--- config.mk ---
export PLATFORM = sky130hd
export DESIGN_NAME = psc_slot_table
export DESIGN_NICKNAME = d
export VERILOG_FILES = /design/src/rtl/psc_pkg.sv /design/src/rtl/psc_slot_table.sv
export SDC_FILE = /design/constraint.sdc
export NUM_CORES = 2
export LEC_CHECK = 0
export ABC_AREA = 1
export BUFFER_PORTS_ARGS = -buffer_cell sky130_fd_sc_hd__buf_2
export CAP_MARGIN = 40
export CORE_MARGIN = 3
export CORE_UTILIZATION = 51
export CTS_CLUSTER_DIAMETER = 80
export DETAILED_ROUTE_END_ITERATION = 6
export GPL_ROUTABILITY_DRIVEN = 0
export PLACE_DENSITY = 0.73
export SYNTH_ARGS = -nofsm -noshare
export SYNTH_HDL_FRONTEND = slang
export SYNTH_SLANG_ARGS = --single-unit
--- constraint.sdc ---
create_clock -name clk -period 16.9 [get_ports clk]
set_clock_uncertainty 0.05 [all_clocks]
set_input_delay 0 -clock clk [delete_from_list [all_inputs] [get_ports clk]]
set_output_delay 0 -clock clk [all_outputs]
set_load 0.02 [all_outputs]
--- src/rtl/psc_pkg.sv ---
`default_nettype none

package psc_pkg;

  localparam int TIME_W  = 48;
  localparam int TAC_W   = 15;
  localparam int CH_W    = 7;
  localparam int SLOT_W  = 3;
  localparam int MODE_W  = 4;
  localparam int ROUTE_W = 64;
  localparam int LINE_W  = 16;
  localparam int FRAME_W = 16;
  localparam int POS_W   = 32;
  localparam int CFG_W   = 32;
  localparam int CFG_IDX_W = 3;
  localparam int MPOS_W  = 3;

  localparam logic [CH_W-1:0] CH_LINE_START = 7'd65;
  localparam logic [CH_W-1:0] CH_LINE_END   = 7'd66;
  localparam logic [CH_W-1:0] CH_FRAME      = 7'd68;

  typedef enum logic [CFG_IDX_W-1:0] {
    CFG_SLOTS_IN_USE = 3'd0,
    CFG_MODE_COUNT   = 3'd1,
    CFG_MODE_LIST    = 3'd2,
    CFG_POS_SCALE    = 3'd3,
    CFG_LINE_STEP    = 3'd4
  } cfg_idx_t;

  typedef struct packed {
    logic [3:0]       slots_in_use;
    logic [3:0]       mode_count;
    logic [CFG_W-1:0] mode_list;
    logic [CFG_W-1:0] pos_scale;
    logic [CFG_W-1:0] line_step;
  } cfg_t;

  typedef struct packed {
    logic               scanning;
    logic [TIME_W-1:0]  line_start_time;
    logic [LINE_W-1:0]  line_number;
    logic [FRAME_W-1:0] frame_number;
    logic [MODE_W-1:0]  active_mode;
  } scan_t;

  typedef struct packed {
    logic [TAC_W-1:0]   tac_low;
    logic [TAC_W-1:0]   tac_high;
    logic [TIME_W-1:0]  time_low;
    logic [TIME_W-1:0]  time_high;
    logic [MODE_W-1:0]  mode;
    logic [ROUTE_W-1:0] routes;
  } slot_entry_t;

  typedef struct packed {
    logic [SLOT_W-1:0]  slot;
    logic [TAC_W-1:0]   tac;
    logic [TIME_W-1:0]  rec_time;
    logic [CH_W-1:0]    channel;
    logic [TIME_W-1:0]  record;
    logic [TIME_W-1:0]  diff;
    logic               before_start;
    logic [LINE_W-1:0]  line_number;
    logic [FRAME_W-1:0] frame;
  } pos_req_t;

endpackage

`default_nettype wire

--- src/rtl/psc_slot_table.sv ---
`default_nettype none

module psc_slot_table #(
  parameter int SLOTS = 8
) (
  input  wire logic                         clk,
  input  wire logic                         wr_en,
  input  wire logic [psc_pkg::SLOT_W-1:0]   wr_index,
  input  wire psc_pkg::slot_entry_t         wr_entry,
  input  wire logic [psc_pkg::TAC_W-1:0]    tac,
  input  wire logic [psc_pkg::TIME_W-1:0]   rec_time,
  input  wire logic [psc_pkg::CH_W-1:0]     channel,
  input  wire logic [psc_pkg::MODE_W-1:0]   mode,
  input  wire logic [3:0]                   slots_in_use,
  output logic                              hit,
  output logic [psc_pkg::SLOT_W-1:0]        slot
);

  psc_pkg::slot_entry_t entry_r [SLOTS];
  logic [SLOTS-1:0] match;

  // Writes to an index beyond the table fall through every compare and are dropped.
  always_ff @(posedge clk) begin
    for (int k = 0; k < SLOTS; k++) begin
      if (wr_en && int'(wr_index) == k) begin
        entry_r[k] <= wr_entry;
      end
    end
  end

  always_comb begin
    for (int k = 0; k < SLOTS; k++) begin
      match[k] = (k < int'(slots_in_use))
              && (tac > entry_r[k].tac_low) && (tac < entry_r[k].tac_high)
              && (rec_time > entry_r[k].time_low) && (rec_time < entry_r[k].time_high)
              && !channel[psc_pkg::CH_W-1] && entry_r[k].routes[channel[5:0]]
              && (entry_r[k].mode == mode);
    end
  end

  // The lowest matching slot wins.
  always_comb begin
    hit  = |match;
    slot = '0;
    for (int k = SLOTS - 1; k >= 0; k--) begin
      if (match[k]) begin
        slot = psc_pkg::SLOT_W'(k);
      end
    end
  end

endmodule

`default_nettype wire

### Yosys cells after proc, flatten, opt, wreduce, memory -nomap -nowiden

Memories as Yosys holds them, arrays and structs flattened.
Index checks and enable logic that the tools add are counted.

| word-level totals | value |
|---|---|
| register bits after elaboration | 0 |
| bits in writable memories | 1552 |
| input port bits | 277 |
| output and inout bits | 4 |
| logic and storage cells | 192 |
| memories | 1 |

| cells by class | value |
|---|---|
| magnitude comparators | 41 |
| equality and inequality tests | 15 |
| mux-type cells | 61 |
| reduce and logical (&&, ||, !) cells | 74 |

Memory list:

| name | words | width | read ports | clocked after memory_dff | write ports | line | RTL |
|---|---|---|---|---|---|---|---|
| entry_r | 8 | 194 | 8 | 0 | 1 | psc_slot_table.sv:19 | `psc_pkg::slot_entry_t entry_r [SLOTS];` |

Operator list:

| kind | count |
|---|---|
| two-way mux 194 bit | 7 |
| OR reduction 194 bit | 7 |
| > comparator 48 bit | 8 |
| < comparator 48 bit | 8 |
| > comparator 15 bit | 8 |
| < comparator 15 bit | 8 |
| logical AND 1 bit | 64 |
| binary-select mux 1 bit (select 6 bit) | 8 |
| two-way mux 3 bit | 15 |
| == test 4 bit | 8 |
| two-way mux 1 bit | 31 |
| < comparator 3 x 4 -> 1 bit, first input constant | 4 |
| == test 3 bit, second input constant | 4 |
| < comparator 1 x 4 -> 1 bit, first input constant | 2 |
| < comparator 2 x 4 -> 1 bit, first input constant | 2 |
| OR reduction 8 bit | 1 |
| < comparator 6 x 7 -> 1 bit, second input constant | 1 |
| == test 3 x 2 -> 1 bit, second input constant | 2 |
| == test 3 x 1 -> 1 bit, second input constant | 1 |
| zero test 3 bit | 1 |
| zero test 1 bit | 1 |

### Depth between registers and ports, before layout

| logic depth | value |
|---|---|
| word-level depth | 16 |
| gate-level depth with buffers | 21 |
| mapped depth without buffers | 21 |

### Worst setup path before layout

No wires, ideal clock.

| timing | value |
|---|---|
| kind | input to register |
| start | in wr_index[1] (netlist bit) |
| end | mem entry_r[0][0] (netlist bit), enable pin |
| data arrival time | 8.205 ns |
| required time | 16.097 ns |
| setup slack | 7.892 ns |
| stages on the path | 3 |
| cells stage by stage | inv_1 -> nand2_1 -> nor2_1 |

| on the way | value |
|---|---|
| word-level cells in the longest chain between the ends | 12 |

RTL lines:

| what | line | RTL |
|---|---|---|
| start, declared | psc_slot_table.sv:8 | `input wire logic [psc_pkg::SLOT_W-1:0] wr_index,` |
| == test 3 x 2 -> 1 bit | psc_slot_table.sv:25 | `if (wr_en && int'(wr_index) == k) begin` |
| logical AND 1 bit | psc_slot_table.sv:25 |  |
| two-way mux 1 bit | psc_slot_table.sv:25 |  |
| two-way mux 1 bit (implied by the code) | psc_slot_table.sv:26 | `entry_r[k] <= wr_entry;` |
| OR reduction 194 bit (no source line) | n/a |  |
| two-way mux 3 bit (no source line) / two-way mux 1 bit (equally long branches) (7 in series) | n/a |  |
| end, declared | psc_slot_table.sv:19 |  |

Parallel ways exist; a longest one is shown, timed or not.

### Final worst setup path

| timing | value |
|---|---|
| start | in channel[0] (netlist bit) |
| end | out hit |

| on the way | value |
|---|---|
| word-level cells in the longest chain between the ends | 5 |

RTL lines:

| what | line | RTL |
|---|---|---|
| start, declared | psc_slot_table.sv:12 | `input wire logic [psc_pkg::CH_W-1:0] channel,` |
| binary-select mux 1 bit (select 6 bit) | psc_slot_table.sv:36 | `&& !channel[psc_pkg::CH_W-1] && entry_r[k].routes[channel[5:0]]` |
| two-way mux 1 bit (implied by the code) | psc_slot_table.sv:36 |  |
| logical AND 1 bit | psc_slot_table.sv:36 |  |
| logical AND 1 bit | psc_slot_table.sv:37 | `&& (entry_r[k].mode == mode);` |
| OR reduction 8 bit (*) | psc_slot_table.sv:43 | `hit = \|match;` |
| end, declared | psc_slot_table.sv:15 | `output logic hit,` |

Every way passes the cells marked *; elsewhere a longest branch is shown, timed or not. The select of a mux whose other input is x is not followed.

==> flow_summary_export.csv <==
group,metric,value,unit
synth,netlist-cell-type-count,50,
clock_tree,postCtsSetupRepairBufs,0,
sta,setup_viol,0,
clock_tree,cts-root-buf,"clkbuf_16",
synth,synth_warnings,0,
worst_setup_path,crit_fanout,71,
sta,setup_tns,0,ns
hold_path,hp-class,"input pin to register",
outcome,status,"completed",
route,routed_wl,215000,um
global_route,top_usage_layer,"met2",
worst_setup_path,required,16.85,ns
synth,synth_area,78200,um2
sta,max_freq,235,MHz
sta,hold_ws,0.0387,ns
sta,slew_headroom,36.4,%
worst_setup_path,end_kind,"output pin",
cells_and_area,multi_input_area,26400,um2
cells_and_area,top_regs,"entry_r: 1552 flops",
global_route,grt_pass1_wl,319000,um
sta,maxSlewViolCount,0,
sta,post-route-period-util,25.2,%
die,die_h,398,um
synth,syn_inst,6923,
clock_tree,cts_made_buffers,163,
worst_setup_path,worstPathArrival,4.21,ns
global_route,use_met2,44.7,%
synth,yosys_most_used_dff,"edfxtp_1",
cells_and_area,area_delta_synth_final,16.0,%
synth,synth_nets,8192,
cells_and_area,drive_above_1_share,7.56,%
hold_path,hp-start,"wr_entry[95]",
power_and_ir_drop,pwr_density_cell,96.9,nW/um2
synth,async_flop_share,0,%
clock_tree,cts.sinks,1552,
sta,rsz0062_at_grt,"false",
route,via_per_inst,5.61,
worst_setup_path,critPathLaunchType,"input pin",
route,first_iter_violations,5687,
synth,synth_edf_count,1552,
worst_setup_path,path_class,"input pin to output pin",
global_route,met3_usage,4.98,%
cells_and_area,layout_commonest_cell,"edfxtp_1",
die,die_area,158000,um2
route,wl_per_cell,21.8,um
place,dpl.hpwl,143000,um
cells_and_area,nets,8902,
global_route,grt_util_met1,33.3,%
synth,ys_ff_latch,1552,
power_and_ir_drop,vdd_drop_max,0.000103,V
die,fp-row-count,143,
run,cap_violations,0,
global_route,grt_max_degree,96,
global_route,grt_pass1_vias,54316,
cells_and_area,layout_common_cells,"edfxtp_1, inv_1, nand2_1",
cells_and_area,fillCellCount,11683,
clock_tree,clockBufferDepth,3,
sta,final.min_clock_period,4.26,ns
route,drc,0,
die,start_util,51.4,%
synth,avgSynthCellArea,11.3,um2
sta,hold_viol,0,
hold_path,min_to,"entry_r[1][289]",
die,core,152000,um2
route,final_antenna_net_count,0,
synth,seq_area_frac_synth,59.6,%
die,die_w,398,um
place,numPortBuffers,280,
route,via_count,55088,
clock_tree,htreeDepth,4,
hold_path,holdPathStages,2,
clock_tree,cts_tree,"done",
cells_and_area,top_register,"entry_r",
route,drt-pass1-iter-count,6,
cells_and_area,regArea,46600,um2
sta,worst_pin_slew,0.954,ns
cells_and_area,largest_register_ffs,1552,
global_route,grt.total_usage,26.8,%
die,io_pins,281,
clock_tree,path_clk_slew,0.06,ns
power_and_ir_drop,p_leak,39.2,nW
global_route,antenna_found_initial,41,
global_route,grt-ovfl-total,0,
==> critical path: stages <==
cell      delay [ns]
clkbuf_8        0.39
buf_4           0.58
buf_16          0.32
buf_4           0.49
buf_12          0.30
nand2_1         0.09
nand3_1         0.09
nand3_1         0.09
nand3_1         0.10
nand3_1         0.13
nand2_1         0.15
nor2_1          0.07
a31oi_1         0.49
nand4_1         0.19
nor2_1          0.16
nor2_1          0.08
nand3_1         0.08
buf_2           0.30
==> cell usage after synthesis, types with 2 or more instances <==
| cell type | count | area share [%] |
|---|---|---|
| edfxtp_1 | 1552 | 60 |
| inv_1 | 1216 | 5.8 |
| nand2_1 | 1099 | 5.3 |
| ha_1 | 992 | 16 |
| a21oi_1 | 513 | 3.3 |
| nand3_1 | 473 | 3.0 |
| nor2_1 | 375 | 1.8 |
| o21ai_0 | 244 | 1.6 |
| nand4_1 | 87 | 0.70 |
| buf_2 | 43 | 0.28 |
| nor3_1 | 43 | 0.28 |
| clkbuf_1 | 25 | 0.12 |
| o211ai_1 | 25 | 0.24 |
| o21a_1 | 22 | 0.21 |
| or2_2 | 22 | 0.18 |
| o21ai_1 | 21 | 0.13 |
| a211oi_1 | 17 | 0.16 |
| buf_6 | 17 | 0.24 |
| buf_4 | 16 | 0.15 |
| a22oi_1 | 14 | 0.13 |
| a21o_1 | 11 | 0.11 |
| buf_1 | 11 | 0.053 |
| nor3b_1 | 9 | 0.086 |
| nor4_1 | 8 | 0.064 |
| nand3b_1 | 6 | 0.058 |
| o21bai_1 | 6 | 0.058 |
| xor2_1 | 6 | 0.067 |
| a31oi_1 | 5 | 0.040 |
| o22ai_1 | 5 | 0.040 |
| and2_1 | 4 | 0.032 |
| o221ai_1 | 4 | 0.045 |
| xnor2_1 | 4 | 0.045 |
| a21boi_0 | 3 | 0.029 |
| clkinv_1 | 3 | 0.014 |
| or3_1 | 3 | 0.024 |
| a31o_2 | 2 | 0.022 |
| inv_2 | 2 | 0.0096 |
| o2111ai_1 | 2 | 0.022 |
| or2_1 | 2 | 0.016 |
==> power by group <==
part / switching [mW] / total [mW] / internal [mW] / leakage, nW
Clock: 1.52 / 3.53 / 2.01 / 2.51
Sequential: 0.0303 / 4.40 / 4.37 / 14.1
Combinational: 0.571 / 0.869 / 0.298 / 22.6
==> cell type report <==
type | instances | area share (%)
Antenna cell | 35 | 0.0965
Inverter | 1222 | 5.06
Tap cell | 2030 | 2.80
Sequential cell | 1552 | 51.4
Timing Repair Buffer | 658 | 5.83
Multi-Input combinational cell | 4036 | 29.1
Clock buffer | 209 | 4.71
Clock inverter | 86 | 1.01
==> how the worst max path moves through the flow <==
| stage | depth (start not counted) | from | end | slack, ns |
|---|---|---|---|---|
| 3_3_place_gp | 16 | channel[0] | hit | 12.64 |
| 3_5_place_dp | 18 | channel[0] | hit | 12.82 |
| 4_1_cts | 18 | channel[0] | hit | 12.82 |
| 6_report | 18 | channel[0] | hit | 12.64 |
| 2_1_floorplan | 3 | wr_index[1] | entry_r[0][0] | 7.89 |
| 5_1_grt | 18 | channel[0] | hit | 12.46 |
==> per-layer routing <==
metal  part of all wire, %  routed length (um)
met5                 0.048                 104
met1                    37               79800
met2                    48              103000
met4                   5.5               11700
met3                   9.4               20100
==> cells by family (layout without fill, tap and decap cells) <==
kind of cell             after synthesis  in the layout  synth area share (%)
AND/OR/NAND/NOR                     2135           2135                  11.6
flip-flops                          1552           1552                  59.6
buffers and inverters               1335           2175                  6.72
adder cells (fa/ha/maj)              992            992                  15.9
AO/OA/AOI/OAI                        898            898                  6.14
XOR/XNOR                              10             10                 0.112
multiplexers                           1              1                0.0128
other                                  0             35                     0
==> what timing repair did <==
action,in CTS,in global routing
endpoints found under the hold margin,1713,0
hold buffers,322,0
resized for setup,0,0
==> through the flow <==
step	util [%]	cells	total power, mW	area, um2	setup slack [ns]
6_report	59.7	9828	8.80	90700	12.64
5_1_grt	59.6	9811	9.09	90700	12.46
4_1_cts	59.6	9793	8.82	90600	12.82
3_5_place_dp	54.1	9176	5.27	82200	12.82
3_3_place_gp	53.8	9158	5.21	81900	12.64
2_1_floorplan	-	6923	4.94	78200	7.89
No activity file was read; power rests on OpenSTA's default activity.
