### src/rtl/psc_pkg.sv
`default_nettype none

package psc_pkg;

  localparam int TIME_W  = 48;
  localparam int TAC_W   = 15;
  localparam int CH_W    = 7;
  localparam int SLOT_W  = 3;
  localparam int MODE_W  = 4;
  localparam int ROUTE_W = 64;
  localparam int LINE_W  = 16;
  localparam int FRAME_W = 16;
  localparam int POS_W   = 32;
  localparam int CFG_W   = 32;
  localparam int CFG_IDX_W = 3;
  localparam int MPOS_W  = 3;

  localparam logic [CH_W-1:0] CH_LINE_START = 7'd65;
  localparam logic [CH_W-1:0] CH_LINE_END   = 7'd66;
  localparam logic [CH_W-1:0] CH_FRAME      = 7'd68;

  typedef enum logic [CFG_IDX_W-1:0] {
    CFG_SLOTS_IN_USE = 3'd0,
    CFG_MODE_COUNT   = 3'd1,
    CFG_MODE_LIST    = 3'd2,
    CFG_POS_SCALE    = 3'd3,
    CFG_LINE_STEP    = 3'd4
  } cfg_idx_t;

  typedef struct packed {
    logic [3:0]       slots_in_use;
    logic [3:0]       mode_count;
    logic [CFG_W-1:0] mode_list;
    logic [CFG_W-1:0] pos_scale;
    logic [CFG_W-1:0] line_step;
  } cfg_t;

  typedef struct packed {
    logic               scanning;
    logic [TIME_W-1:0]  line_start_time;
    logic [LINE_W-1:0]  line_number;
    logic [FRAME_W-1:0] frame_number;
    logic [MODE_W-1:0]  active_mode;
  } scan_t;

  typedef struct packed {
    logic [TAC_W-1:0]   tac_low;
    logic [TAC_W-1:0]   tac_high;
    logic [TIME_W-1:0]  time_low;
    logic [TIME_W-1:0]  time_high;
    logic [MODE_W-1:0]  mode;
    logic [ROUTE_W-1:0] routes;
  } slot_entry_t;

  typedef struct packed {
    logic [SLOT_W-1:0]  slot;
    logic [TAC_W-1:0]   tac;
    logic [TIME_W-1:0]  rec_time;
    logic [CH_W-1:0]    channel;
    logic [TIME_W-1:0]  record;
    logic [TIME_W-1:0]  diff;
    logic               before_start;
    logic [LINE_W-1:0]  line_number;
    logic [FRAME_W-1:0] frame;
  } pos_req_t;

endpackage

`default_nettype wire

### src/rtl/psc_scan_state.sv
`default_nettype none

module psc_scan_state #(
  parameter int MODES = 8
) (
  input  wire logic                          clk,
  input  wire logic                          rst_n,
  input  wire logic                          rec_fire,
  input  wire logic [psc_pkg::CH_W-1:0]      rec_channel,
  input  wire logic [psc_pkg::TIME_W-1:0]    rec_time,
  input  wire psc_pkg::cfg_t                 cfg,
  output psc_pkg::scan_t                     scan,
  output logic [psc_pkg::TIME_W-1:0]         record
);

  psc_pkg::scan_t scan_r, scan_nxt;
  logic [psc_pkg::TIME_W-1:0] record_r, record_nxt;

  // One counter per possible mode count k+1 tracks line_number mod (k+1).
  logic [psc_pkg::MPOS_W-1:0] mod_cnt_r   [MODES];
  logic [psc_pkg::MPOS_W-1:0] mod_cnt_nxt [MODES];
  logic [psc_pkg::MPOS_W-1:0] mod_cnt_inc [MODES];

  logic [3:0]                 mode_eff;
  logic                       line_wrap;
  logic [psc_pkg::MPOS_W-1:0] mode_pos;
  logic [psc_pkg::MODE_W-1:0] next_mode;

  always_comb begin
    if (cfg.mode_count == 4'd0) begin
      mode_eff = 4'd1;
    end else if (int'(cfg.mode_count) > MODES) begin
      mode_eff = 4'(MODES);
    end else begin
      mode_eff = cfg.mode_count;
    end
  end

  assign line_wrap = (scan_r.line_number == '1);

  always_comb begin
    mode_pos = '0;
    for (int k = 0; k < MODES; k++) begin
      if (line_wrap || mod_cnt_r[k] == psc_pkg::MPOS_W'(k)) begin
        mod_cnt_inc[k] = '0;
      end else begin
        mod_cnt_inc[k] = mod_cnt_r[k] + psc_pkg::MPOS_W'(1);
      end
      if (mode_eff == 4'(k + 1)) begin
        mode_pos = mod_cnt_inc[k];
      end
    end
  end

  assign next_mode = cfg.mode_list[{mode_pos, 2'b00} +: psc_pkg::MODE_W];

  always_comb begin
    scan_nxt    = scan_r;
    record_nxt  = record_r;
    mod_cnt_nxt = mod_cnt_r;
    if (rec_fire) begin
      record_nxt = record_r + psc_pkg::TIME_W'(1);
      unique case (rec_channel)
        psc_pkg::CH_LINE_START: begin
          scan_nxt.scanning        = 1'b1;
          scan_nxt.line_start_time = rec_time;
        end
        psc_pkg::CH_LINE_END: begin
          scan_nxt.scanning    = 1'b0;
          scan_nxt.line_number = scan_r.line_number + psc_pkg::LINE_W'(1);
          scan_nxt.active_mode = next_mode;
          mod_cnt_nxt          = mod_cnt_inc;
        end
        psc_pkg::CH_FRAME: begin
          scan_nxt.frame_number = scan_r.frame_number + psc_pkg::FRAME_W'(1);
          scan_nxt.line_number  = '0;
          for (int k = 0; k < MODES; k++) begin
            mod_cnt_nxt[k] = '0;
          end
        end
        default: begin
        end
      endcase
    end
  end

  always_ff @(posedge clk) begin
    if (!rst_n) begin
      scan_r   <= '0;
      record_r <= '0;
      for (int k = 0; k < MODES; k++) begin
        mod_cnt_r[k] <= '0;
      end
    end else begin
      scan_r    <= scan_nxt;
      record_r  <= record_nxt;
      mod_cnt_r <= mod_cnt_nxt;
    end
  end

  assign scan   = scan_r;
  assign record = record_r;

endmodule

`default_nettype wire

### config.mk
export PLATFORM = sky130hd
export DESIGN_NAME = psc_scan_state
export DESIGN_NICKNAME = d
export VERILOG_FILES = /design/src/rtl/psc_pkg.sv /design/src/rtl/psc_scan_state.sv
export SDC_FILE = /design/constraint.sdc
export NUM_CORES = 1
export LEC_CHECK = 0
export BUFFER_PORTS_ARGS = -buffer_cell sky130_fd_sc_hd__clkbuf_2
export CORE_UTILIZATION = 48
export DETAILED_ROUTE_END_ITERATION = 8
export GPL_TIMING_DRIVEN = 0
export PLACE_DENSITY = 0.82
export SLEW_MARGIN = 20
export SYNTH_ARGS = -nofsm -noshare
export SYNTH_HDL_FRONTEND = slang
export SYNTH_SLANG_ARGS = --single-unit
### constraint.sdc
create_clock -name clk -period 9.45 [get_ports clk]
set_input_delay 2.835 -clock clk [delete_from_list [all_inputs] [get_ports clk]]
set_output_delay 2.835 -clock clk [all_outputs]
set_load 0.02 [all_outputs]
* Word level (Yosys, flattened, before mapping)
Index checks and enable logic that the tools add are counted.
** Storage, ports and cells
- Register bits after elaboration :: 157
- Bits of input ports :: 162
- Output and inout bits :: 133
** Operators by class
- $add $sub $neg :: 11
- Order comparisons :: 1
- Eq/ne operators :: 19
- Shifts and indexed selects :: 1
- Multiplexer cells :: 21
- Reduce and logical (&&, ||, !) cells :: 17
** Operators with widths (number)
- $add A48 B1 Y48 const B :: 1
- $mux W3 :: 16
- $pmux W24 S2 :: 1
- $add A16 B1 Y16 const B :: 2
- $pmux W16 S2 :: 1
- $shiftx A32 B6 Y4 :: 1
- $add A3 B1 Y3 const B :: 8
- $eq A7 B7 Y1 const B :: 3
- $eq A16 B16 Y1 const B :: 1
- $eq A4 B3 Y1 const B :: 4
- $eq A3 B3 Y1 const B :: 4
- $reduce_and A2 Y1 :: 5
- $eq A4 B2 Y1 const B :: 2
- $logic_or A1 B1 Y1 :: 8
- $mux W4 :: 2
- $eq A3 B2 Y1 const B :: 2
- $eq A4 B1 Y1 const B :: 1
- $eq A4 B4 Y1 const B :: 1
- $gt A4 B4 Y1 const B :: 1
- $logic_not A4 Y1 :: 1
- $reduce_bool A2 Y1 :: 2
- $eq A3 B1 Y1 const B :: 1
- $logic_not A3 Y1 :: 1
- $pmux W1 S2 :: 1

* Logic depth before layout (Yosys ltp)
Gate-level depths: netlist of the first run.
- Depth in word-level cells :: 13
- Gate-level depth with buffers :: 11
- Depth with buffers taken out :: 10

* Least setup slack after synthesis of the first run
Ideal clock, no wire load.
- Path kind :: input port to flip-flop
- From :: input port cfg[98] in the netlist's numbering
- To :: register scan_r, in the netlist scan[3]
- Setup time :: 0.117 ns
- Data arrival time :: 4.852 ns
- Required time :: 9.333 ns
- Slack :: 4.481 ns
- Stages :: 9
- Path through :: buf_6 -> or3b_4 -> o41ai_2 -> a221oi_1 -> o31a_1 -> or3_4 -> nand2b_1 -> a211oi_1 -> and4bb_1
** Between the ends
- Longest elaborated chain between the ends :: 13
- Elaborated cells between the ends (all ways) :: 21
- Classes of those cells :: 1 x order compare; 8 x eq/ne; 1 x shift; 10 x mux; 1 x reduce/logical
** RTL lines
- start: declaration :: RTL line psc_scan_state.sv:11 : input wire psc_pkg::cfg_t cfg,
- $gt A4 B4 Y1 :: RTL line psc_scan_state.sv:32 : end else if (int'(cfg.mode_count) > MODES) begin
- $mux W4 :: RTL line psc_scan_state.sv:32
- $mux W4 * :: RTL line psc_scan_state.sv:30 : if (cfg.mode_count == 4'd0) begin
- $eq A4 B1 Y1 :: RTL line psc_scan_state.sv:49 : if (mode_eff == 4'(k + 1)) begin
- $mux W3 (7 in series) :: RTL line psc_scan_state.sv:49
- $mux W3 * :: RTL line psc_scan_state.sv:49
- $shiftx A32 B6 Y4 * :: RTL line psc_scan_state.sv:55 : assign next_mode = cfg.mode_list[{mode_pos, 2'b00} +: psc_pkg::MODE_W];
- end signal: assignment :: RTL line psc_scan_state.sv:95 : scan_r <= scan_nxt;
- end: declaration :: RTL line psc_scan_state.sv:16 : psc_pkg::scan_t scan_r, scan_nxt;
Mark *: on every way between the ends. The rest lies on a longest branch, timed or not.
A chain may end at the register's enable or synchronous reset.

* Worst setup path after layout of the first run
- From :: input port rec_fire
- To :: register scan_r, in the netlist scan[75]
** Between the ends
- Longest elaborated chain between the ends :: 1
** RTL lines
- start: declaration :: RTL line psc_scan_state.sv:8 : input wire logic rec_fire,
- $reduce_and A2 Y1 (no source line)
Every way passes these cells.

==> results.cfg, run 1 <==
[clocking]
tritoncts = done
postCtsHoldBufs = 0
htreeDepth = 4
clock_sinks = 157
clkTransAtPathRegs_ns = 0.06
clk_root_buffer_cell = sky130_fd_sc_hd__clkbuf_16
ctsLongestPathBuffers = 2
clk_latency_ns = 0.42
cts-buffers-inserted = 17
cts_setup_buffers = 0
post_cts.resized_instances = 0

[detailed_routing]
drt_wl_total_um = 19810
num_vias = 7051
detail_route.iter0.violations = 373
route.detailed.drc = 0
post_dr_vias_cell = 5.258
wl_per_cell_um = 14.77
drt_pre_antenna_iters = 5
detail-route-antenna-nets = 0

[sta]
whs_ns = 0.4625
finalCriticalPeriod_ns = 5.421
worst_pin_slew_ns = 1.083
timing_max_transition_violations_final = 0
finalSetupViolCount = 0
post-route-worst-setup-slack_ns = 4.029
finalClockSkew_ns = 0.01078
rsz0062_at_grt = no
tns_ns = 0
slew_headroom_pct = 26.76
maxClockFrequency_mhz = 184.5
hold_violations = 0
post-route-period-util_pct = 57.37

[final_layout]
final.fill_count = 1352
nNetsFinal = 1301
drive_gt1_share_pct = 23.63
area_growth_pct = 25.78
count_of_antenna_diodes_in_the_layout = 0

[floorplan]
die_width_um = 127.2
fp.dieArea_um2 = 16180
floorplan.initialDensity_pct = 49.31
vert_die_dim_um = 127.2
rows = 45
io_pins = 295
fp.coreArea_um2 = 15260

[place]
dp.final_hpwl_um = 15020
dp_worst_setup_slack_ns = 3.575
routabilityCongestion = 0.8782
portBuffers = 222

[synthesis]
synth_enable_flop_cells = 0
post_synthesis_register_bit_count = 157
synth_compound_area_share_pct = 14.00
ys_seq_area_share_pct = 41.78
synthesis.nets = 1060
synth_top_cell_by_area = sky130_fd_sc_hd__dfxtp_1
synthDominantCellAreaShare_pct = 41.78
synth_mux_area_share_pct = 1.463
yosys.area_share.adder_pct = 3.160
synthCells = 879
cell_with_the_most_instances_after_synthesis = sky130_fd_sc_hd__dfxtp_1
post_synth_num_cell_types = 61
postSynth.asyncResetShare_pct = 0
ys_top_cells_by_count = sky130_fd_sc_hd__dfxtp_1, sky130_fd_sc_hd__nand2_1, sky130_fd_sc_hd__a21boi_0, sky130_fd_sc_hd__and2_1, sky130_fd_sc_hd__xnor2_1
yosys-top-cells-area = sky130_fd_sc_hd__dfxtp_1, sky130_fd_sc_hd__nand2_1, sky130_fd_sc_hd__a21boi_0
synth_top_family_by_area = simple AND/OR/NAND/NOR gates
post_synth_xor_area_fraction_pct = 7.451
synth.yosys.warnings = 0
synthesis.area_um2 = 7523
post_synth_and_or_nand_nor_area_fraction_pct = 29.02
ys.flop_type = sky130_fd_sc_hd__dfxtp_1
avgSynthCellArea_um2 = 8.559

[outcome]
run_status = complete, no violations

[hold_path]
hold_path.startpoint = scan[53]
worst_hold_path.endpoint = scan[53]
hold_path.class = flop to flop
whs_path_depth = 2

[worst_setup_path]
setup.worst_path.start_class = input pin
timing.rr.end = scan[3]
r2r-start = mod_cnt_r[18]
cp.required_ns = 9.78
ff2ff_setup_slack_ns = 6.61
timing.critical_path.fanout_max = 10
rr_worst_depth = 10
end_kind = flop
path_class = input pin to flop
critPathArrivalTime_ns = 5.75

[power_and_ir_drop]
power_density_nw_per_um2 = 147.8
p_total_mw = 1.399
power.leakage_nw = 3.940
max-vdd-ir-drop_mv = 0.1223

[global_routing]
all_layer_global_routing_usage_pct = 24.60
first_global_vias = 6536
grt_start_max_net_pins = 17
wire_length_of_the_first_global_routing_pass_um = 31500
antenna_violations_before_repair = 0
globalRouteOverflowTotal = 0

[flow_run]
max_cap_violations = 0
-- report_power, final --
group	internal, mW	switching (mW)
logic	0.0333	0.0384
registers	0.664	0.00157
clock network	0.405	0.257
total	1.10	0.297
-- kinds of logic (layout without fill, tap and decap cells) --
family | count (synthesis) | after routing
flip-flops | 157 | 157
buffers and inverters | 57 | 308
AO/OA/AOI/OAI | 156 | 156
adder cells (fa/ha/maj) | 19 | 19
XOR/XNOR | 64 | 64
AND/OR/NAND/NOR | 415 | 415
multiplexers | 11 | 11
-- flip-flops by register name, summed over array words and instances (netlist names) --
signal	cells
scan	85
record	48
mod_cnt_r	24
-- worst max path at each step --
stage / startpoint / end / cells past startpoint
4_1_cts: rec_fire / scan[75] / 8
3_5_place_dp: rec_fire / scan[69] / 8
2_1_floorplan: cfg[98] / scan[3] / 9
5_1_grt: rec_fire / scan[75] / 8
6_report: rec_fire / scan[75] / 8
3_3_place_gp: rec_fire / scan[74] / 8
-- layout by cell type, fill, tap and decap left out, drive strengths merged, types with 2 or more instances in the layout --
cell type	count
xnor2	43
o21ai	37
nor4	2
and4bb	2
mux2i	11
nand2	156
buf	6
nor3	19
o21a	3
dfxtp	157
a21boi	64
a21oi	19
a22oi	9
a211oi	3
inv	18
nand4	21
ha	19
clkinv	2
or3	20
xor2	21
nor2b	27
and3	13
and2	56
nand2b	6
nor2	36
nand3b	2
o31ai	3
a32oi	3
and4	8
a21o	3
nor4b	5
nor3b	9
nand3	25
bufinv	2
a31oi	3
clkbuf	279
-- metrics by stage --
step	cells	area, um2	util [%]
after floorplan	879	7523	-
after global placement	1312	8899	58.32
after detailed placement	1312	8899	58.32
after CTS	1341	9463	62.02
after global routing	1341	9463	62.02
final	1341	9463	62.02
-- critical path, cell delays in order --
cell	delay [ns]
sky130_fd_sc_hd__buf_2	0.16
sky130_fd_sc_hd__nor4b_2	0.28
sky130_fd_sc_hd__nand2_1	0.23
sky130_fd_sc_hd__nor4b_1	0.93
sky130_fd_sc_hd__clkbuf_1	0.47
sky130_fd_sc_hd__clkbuf_1	0.50
sky130_fd_sc_hd__nand2_1	0.13
sky130_fd_sc_hd__a21boi_0	0.21
-- per-layer routing --
metal | vias to the layer above | wire [um] | part of all wire (%) | global-route usage, %
li1 | 3496 | - | - | -
met1 | 3303 | 8523 | 43 | 29.12
met4 | 0 | 282 | 1.4 | 8.053
met3 | 25 | 1052 | 5.3 | 4.523
met5 | - | 0 | 0 | 0
met2 | 227 | 9953 | 50 | 44.76
-- layout make-up --
class                      count  area [um2]  area share [%]
timing repair buffer         222        1111           11.74
clock inverter                 6       86.33          0.9123
sequential                   157        3143           33.21
tap                          211       264.0           2.790
buffer                        40       171.4           1.811
inverter                      17       63.81          0.6743
multi-input combinational    665        4145           43.81
clock buffer                  23       478.0           5.051
Power figures use the tool's default switching activity.
==> run 2, diff against run 1 <==
--- a/config.mk
+++ b/config.mk
@@ -5,6 +5,7 @@
 export SDC_FILE = /design/constraint.sdc
 export NUM_CORES = 1
 export LEC_CHECK = 0
+export ABC_AREA = 1
 export BUFFER_PORTS_ARGS = -buffer_cell sky130_fd_sc_hd__clkbuf_2
 export CORE_UTILIZATION = 48
 export DETAILED_ROUTE_END_ITERATION = 8
==> constraint.sdc (replaced) <==
create_clock -name clk -period 5.21 [get_ports clk]
set_input_delay 1.563 -clock clk [delete_from_list [all_inputs] [get_ports clk]]
set_output_delay 1.563 -clock clk [all_outputs]
set_load 0.02 [all_outputs]
==> run 2 against run 1 <==
Effect of this change:
- flip-flop and latch count did not move
- via count rose by 17%
- synthesized cell count rose by 28%
- cell area rose by 2.1%
- count of clock-buffer cells in the layout fell by 5
- routed wire length rose by 9.4%
- power rose by 83%
- worst hold slack got worse by 0.0061 ns
- die area rose by 2.3%
- critical endpoint is now scan[59]
==> results.cfg, run 2 <==
[outcome]
run_status = complete, no violations

[final_layout]
mostFrequentLayoutCells = sky130_fd_sc_hd__clkbuf_2, sky130_fd_sc_hd__nor2_1, sky130_fd_sc_hd__nand2_1, sky130_fd_sc_hd__dfxtp_1, sky130_fd_sc_hd__inv_1
layout.cells.most_common = sky130_fd_sc_hd__clkbuf_2
final.fill_count = 1432
area_growth_pct = 25.48
count_of_antenna_diodes_in_the_layout = 0
drive_gt1_share_pct = 21.30
nNetsFinal = 1548
largest_reg_flops = 85
postLayoutCellArea_um2 = 9663

[sta]
post-route-period-util_pct = 64.43
finalCriticalPeriod_ns = 3.357
finalClockSkew_ns = 0.009314
worst_pin_slew_ns = 0.6887
timing_max_transition_violations_final = 0
hold_violations = 0
rsz0062_at_grt = no
finalSetupViolCount = 0
slew_headroom_pct = 53.66
tns_ns = 0
maxClockFrequency_mhz = 297.9

[worst_setup_path]
path_class = input pin to flop
path_cells = clkbuf_2, inv_2, nor4_1, nand2_1, inv_1, clkbuf_1, clkbuf_1, o21ai_0, nor2_1
timing.critical_path.fanout_max = 10
critPathArrivalTime_ns = 3.72
cp.required_ns = 5.57
crit_path_max_incr_delay_ns = 0.60
critPathSlowestCell = sky130_fd_sc_hd__nor4_1
end_kind = flop
setup.worst_path.start_class = input pin
crit_path_frequent_cell = sky130_fd_sc_hd__clkbuf_1

[synthesis]
ys_top_cells_by_count = sky130_fd_sc_hd__nor2_1, sky130_fd_sc_hd__nand2_1, sky130_fd_sc_hd__dfxtp_1, sky130_fd_sc_hd__inv_1, sky130_fd_sc_hd__o21ai_0
ys_seq_area_share_pct = 40.81
synth_compound_area_share_pct = 12.28
synthesis.area_um2 = 7701
yosys.area_share.adder_pct = 3.087
synthDominantCellAreaShare_pct = 40.81
ys.flop_type = sky130_fd_sc_hd__dfxtp_1
synth.yosys.warnings = 0
postSynth.asyncResetShare_pct = 0
post_synthesis_register_bit_count = 157
synthesis.nets = 1304
cell_with_the_most_instances_after_synthesis = sky130_fd_sc_hd__nor2_1
post_synth_and_or_nand_nor_area_fraction_pct = 33.63
post_synth_xor_area_fraction_pct = 2.275
synth_enable_flop_cells = 0
post_synth_num_cell_types = 41
synth_mux_area_share_pct = 0
synth_top_family_by_area = simple AND/OR/NAND/NOR gates
synthCells = 1123
avgSynthCellArea_um2 = 6.858
yosys-top-cells-area = sky130_fd_sc_hd__dfxtp_1, sky130_fd_sc_hd__nor2_1, sky130_fd_sc_hd__nand2_1
synth_top_cell_by_area = sky130_fd_sc_hd__dfxtp_1

[global_routing]
grt_start_max_net_pins = 17
antenna_violations_before_repair = 0
globalRouteOverflowTotal = 0
all_layer_global_routing_usage_pct = 26.58
first_global_vias = 7515
wire_length_of_the_first_global_routing_pass_um = 34880

[clocking]
htreeDepth = 4
clk_latency_ns = 0.42
ctsLongestPathBuffers = 2
clkTransAtPathRegs_ns = 0.07
clk_root_buffer_cell = sky130_fd_sc_hd__clkbuf_16
clock_sinks = 157
cts_setup_buffers = 0
post_cts.resized_instances = 0
postCtsHoldBufs = 0
cts-buffers-inserted = 17
tritoncts = done

[floorplan]
io_pins = 295
die_width_um = 128.7
fp.dieArea_um2 = 16550
floorplan.initialDensity_pct = 49.92
fp.coreArea_um2 = 15430
rows = 45
vert_die_dim_um = 128.7

[place]
dpl_cell_area_um2 = 9091
portBuffers = 225
routabilityCongestion = 0.8992
dp.final_hpwl_um = 16360

[detailed_routing]
detail_route.iter0.violations = 562
drt_pre_antenna_iters = 8
detail-route-antenna-nets = 0
drt_wl_total_um = 21680
route.detailed.drc = 0
post_dr_vias_cell = 5.163
num_vias = 8215
wl_per_cell_um = 13.63

[power_and_ir_drop]
power.leakage_nw = 4.246
p_comb_share_pct = 5.5
p_total_mw = 2.553
power.switching_fraction_pct = 24.16
cell_internal_pwr_mw = 1.936
pwr-share-clk_pct = 47.2
switchingPower_uw = 616.8
share_seq_of_total_power_pct = 47.3
power_density_nw_per_um2 = 264.2
max-vdd-ir-drop_mv = 0.2283

[flow_run]
max_cap_violations = 0

[hold_path]
hold_path.class = flop to flop
## run 2: cell types whose count changed after synthesis, moves of 51 or more
cell and delta:
sky130_fd_sc_hd__nand3_1 +51, sky130_fd_sc_hd__o21ai_0 +53, sky130_fd_sc_hd__a21boi_0 -64, sky130_fd_sc_hd__inv_1 +96, sky130_fd_sc_hd__nor2_1 +172, sky130_fd_sc_hd__a21oi_1 +54
sky130_fd_sc_hd__and2_1 -56
## run 2: metal layers
metal	vias to the layer above	part of all wire, %	global-route usage (%)
met3	50	8.2	6.279
li1	4169	-	-
met4	0	2.6	10.24
met2	351	46	45.06
met5	-	0	0
met1	3645	43	32.67
## run 2: final timing paths
kind / depth (start not counted) / endpoint / start / slack [ns]
worst max register to register: 12 / record[40] / record[1] / 2.79
worst min-delay path: 2 / scan[3] / scan[3] / 0.46
worst min register to register: 2 / scan[3] / scan[3] / 0.46
worst max-delay path: 9 / scan[59] / rec_fire / 1.85
## run 2: logic make-up after synthesis
| kind of cell | after synthesis |
|---|---|
| buffers and inverters | 157 |
| DFF | 157 |
| and+or+nand+nor | 591 |
| AOI/OAI and AO/OA | 179 |
| xor gates and xnor gates | 20 |
| adders and majority gates | 19 |
## run 2: worst max-delay path, delay by kind of cell
kind,cells,cell delay (ns)
buf+inv,5,1.11
simple gates,3,0.91
compound gates,1,0.14
## run 2: cell type report
| cell class | count | area (um2) | share of cell area [%] |
|---|---|---|---|
| inverter | 121 | 454.2 | 4.700 |
| tap | 211 | 264.0 | 2.732 |
| clock buffer | 18 | 439.2 | 4.545 |
| sequential | 157 | 3143 | 32.53 |
| buffer | 36 | 155.1 | 1.606 |
| multi-input combinational | 809 | 3949 | 40.86 |
| timing repair buffer | 225 | 1126 | 11.65 |
| clock inverter | 14 | 132.6 | 1.373 |
## run 2: power groups by stage
stage          sequential [mW]  combinational, mW  clock (mW)
3_5_place_dp              1.23              0.141           0
5_1_grt                   1.21              0.158        1.27
2_1_floorplan             1.24             0.0723           0
6_report                  1.21              0.142        1.20
3_3_place_gp              1.23              0.139           0
4_1_cts                   1.21              0.142        1.22
## run 2: stage by stage
| step | utilization [%] | cells | setup slack (ns) | hold slack [ns] |
|---|---|---|---|---|
| detailed placement | 58.93 | 1559 | 1.446 | 0.4464 |
| floorplan | - | 1123 | 2.148 | 0.4453 |
| global route | 62.64 | 1591 | 1.628 | 0.4785 |
| global placement | 58.93 | 1559 | 1.455 | 0.4398 |
| finish | 62.64 | 1591 | 1.853 | 0.4564 |
| CTS | 62.64 | 1591 | 1.902 | 0.4553 |
==> run 3, diff against run 2 <==
--- a/config.mk
+++ b/config.mk
@@ -7,10 +7,10 @@
 export LEC_CHECK = 0
 export ABC_AREA = 1
 export BUFFER_PORTS_ARGS = -buffer_cell sky130_fd_sc_hd__clkbuf_2
-export CORE_UTILIZATION = 48
+export CORE_UTILIZATION = 45
 export DETAILED_ROUTE_END_ITERATION = 8
 export GPL_TIMING_DRIVEN = 0
-export PLACE_DENSITY = 0.82
+export PLACE_DENSITY = 0.8
 export SLEW_MARGIN = 20
 export SYNTH_ARGS = -nofsm -noshare
 export SYNTH_HDL_FRONTEND = slang
==> constraint.sdc (replaced) <==
create_clock -name clk -period 2.9 [get_ports clk]
set_input_delay 0.87 -clock clk [delete_from_list [all_inputs] [get_ports clk]]
set_output_delay 0.87 -clock clk [all_outputs]
set_load 0.02 [all_outputs]
==> run 3 against run 2 <==
Effect of this change:
- die area up 6.6%
- clock skew about the same
- power up 87%
- critical path type unchanged
==> results.cfg, run 3 (same netlist as run 2, synthesis figures left out) <==
[place]
dpl_cell_area_um2 = 9102
portBuffers = 225
dp.final_hpwl_um = 16660
post-place-cells = 1568
routabilityCongestion = 0.9608
dp_worst_setup_slack_ns = -0.03120

[global_routing]
grt_start_max_net_pins = 17
all_layer_global_routing_usage_pct = 25.58
antenna_violations_before_repair = 0
first_global_vias = 7931
wire_length_of_the_first_global_routing_pass_um = 36580
globalRouteOverflowTotal = 0

[final_layout]
largest_reg_flops = 85
postLayoutCellArea_um2 = 9719
layoutNonFillerInstCount = 1600
nNetsFinal = 1548
count_of_antenna_diodes_in_the_layout = 0
layout.cells.most_common = sky130_fd_sc_hd__clkbuf_2
area_growth_pct = 26.21
drive_gt1_share_pct = 21.16
mostFrequentLayoutCells = sky130_fd_sc_hd__clkbuf_2, sky130_fd_sc_hd__nor2_1, sky130_fd_sc_hd__nand2_1, sky130_fd_sc_hd__dfxtp_1, sky130_fd_sc_hd__inv_1

[sta]
finalCriticalPeriod_ns = 2.530
timing_max_transition_violations_final = 0
slew_headroom_pct = 56.41
finalClockSkew_ns = 0.009131
rsz0062_at_grt = no
finalSetupViolCount = 0
post-route-period-util_pct = 87.25
hold_violations = 0
whs_ns = 0.4624
worst_pin_slew_ns = 0.6538
maxClockFrequency_mhz = 395.2
post-route-worst-setup-slack_ns = 0.3696

[detailed_routing]
top_layer_used = met4
drt_pre_antenna_iters = 5
post_dr_vias_cell = 5.140
detail-route-antenna-nets = 0
route.detailed.drc = 0
detail_route.iter0.violations = 540
drt_wl_total_um = 22030
met2_length_um = 10480
met3WireLength_um = 1455
wl_per_cell_um = 13.77
num_vias = 8224
routedLengthMet1_um = 9731

[clocking]
postCtsHoldBufs = 0
htreeDepth = 4
post_cts.resized_instances = 0
clk_root_buffer_cell = sky130_fd_sc_hd__clkbuf_16
ctsLongestPathBuffers = 2
clk_latency_ns = 0.43
clock_sinks = 157
cts_setup_buffers = 0
clkTransAtPathRegs_ns = 0.06
tritoncts = done
cts-buffers-inserted = 17

[floorplan]
io_pins = 295
fp.coreArea_um2 = 16640
floorplan.initialDensity_pct = 46.27
die_width_um = 132.8
rows = 47
fp.dieArea_um2 = 17640
vert_die_dim_um = 132.8

[power_and_ir_drop]
p_total_mw = 4.780
power.leakage_nw = 4.280
max-vdd-ir-drop_mv = 0.4083
power_density_nw_per_um2 = 491.8

[hold_path]
hold_path.class = flop to flop

[worst_setup_path]
end_kind = flop
critPathArrivalTime_ns = 2.85
path_class = input pin to flop
cp.required_ns = 3.22
timing.critical_path.fanout_max = 10
setup.worst_path.start_class = input pin

[flow_run]
max_cap_violations = 0

[outcome]
run_status = complete, no violations
==> run 3: changes by cell type in the layout (fill, tap and decap cells not counted) <==
| cell | delta |
|---|---|
| sky130_fd_sc_hd__clkinvlp_4 | -4 |
| sky130_fd_sc_hd__clkbuf_8 | +1 |
| sky130_fd_sc_hd__clkbuf_1 | +2 |
| sky130_fd_sc_hd__inv_8 | +1 |
| sky130_fd_sc_hd__bufinv_16 | +2 |
| sky130_fd_sc_hd__clkinv_4 | +1 |
| sky130_fd_sc_hd__inv_6 | -3 |
==> run 3: stage by stage <==
stage / TNS [ns] / util, %
after CTS: 0 / 58.40
final: 0 / 58.40
after global routing: 0 / 58.40
after global placement: -0.002167 / 54.70
after floorplan: 0 / -
after detailed placement: -0.03120 / 54.70
==> run 3: metal layers <==
layer	up-vias	track usage (%)
met5	-	0
met4	0	8.493
met3	29	5.709
met2	309	44.07
met1	3719	31.37
li1	4167	-
==> run 3: final cells by class <==
cell class                      instances  area, um2
Timing Repair Buffer                  225       1126
Clock buffer                           21      460.4
Buffer                                 36      155.1
Inverter                              121      454.2
Multi-Input combinational cell        809       3949
Tap cell                              220      275.3
Sequential cell                       157       3143
Fill cell                            1588       6923
Clock inverter                         11      156.4
==> run 3: worst paths after layout <==
check / start / endpoint / slack, ns / depth (start not counted)
setup / recovery: rec_channel[0] / scan[35] / 0.37 / 15
hold / removal: scan[2] / scan[2] / 0.46 / 2
setup reg to reg: record[1] / record[40] / 0.47 / 11
hold reg to reg: scan[2] / scan[2] / 0.46 / 2
==> run 3: critical path, stage by stage <==
cell	delay [ns]
sky130_fd_sc_hd__clkbuf_2	0.10
sky130_fd_sc_hd__nor2_1	0.13
sky130_fd_sc_hd__nand3_1	0.08
sky130_fd_sc_hd__nor2_1	0.10
sky130_fd_sc_hd__nand2_1	0.24
sky130_fd_sc_hd__nand2_1	0.22
sky130_fd_sc_hd__inv_2	0.12
sky130_fd_sc_hd__nor3_1	0.22
sky130_fd_sc_hd__nand4_1	0.15
sky130_fd_sc_hd__nor2_1	0.16
sky130_fd_sc_hd__nand2_1	0.11
sky130_fd_sc_hd__nor2_1	0.15
sky130_fd_sc_hd__nand3_1	0.09
sky130_fd_sc_hd__nand2_1	0.07
sky130_fd_sc_hd__nor2_1	0.04
==> run 3: power by group <==
group / leakage, nW / switching, mW / total, mW / internal (mW)
sequential: 1.26 / 0.00638 / 2.17 / 2.16
combinational: 2.72 / 0.156 / 0.257 / 0.101
clock: 0.296 / 0.941 / 2.35 / 1.41
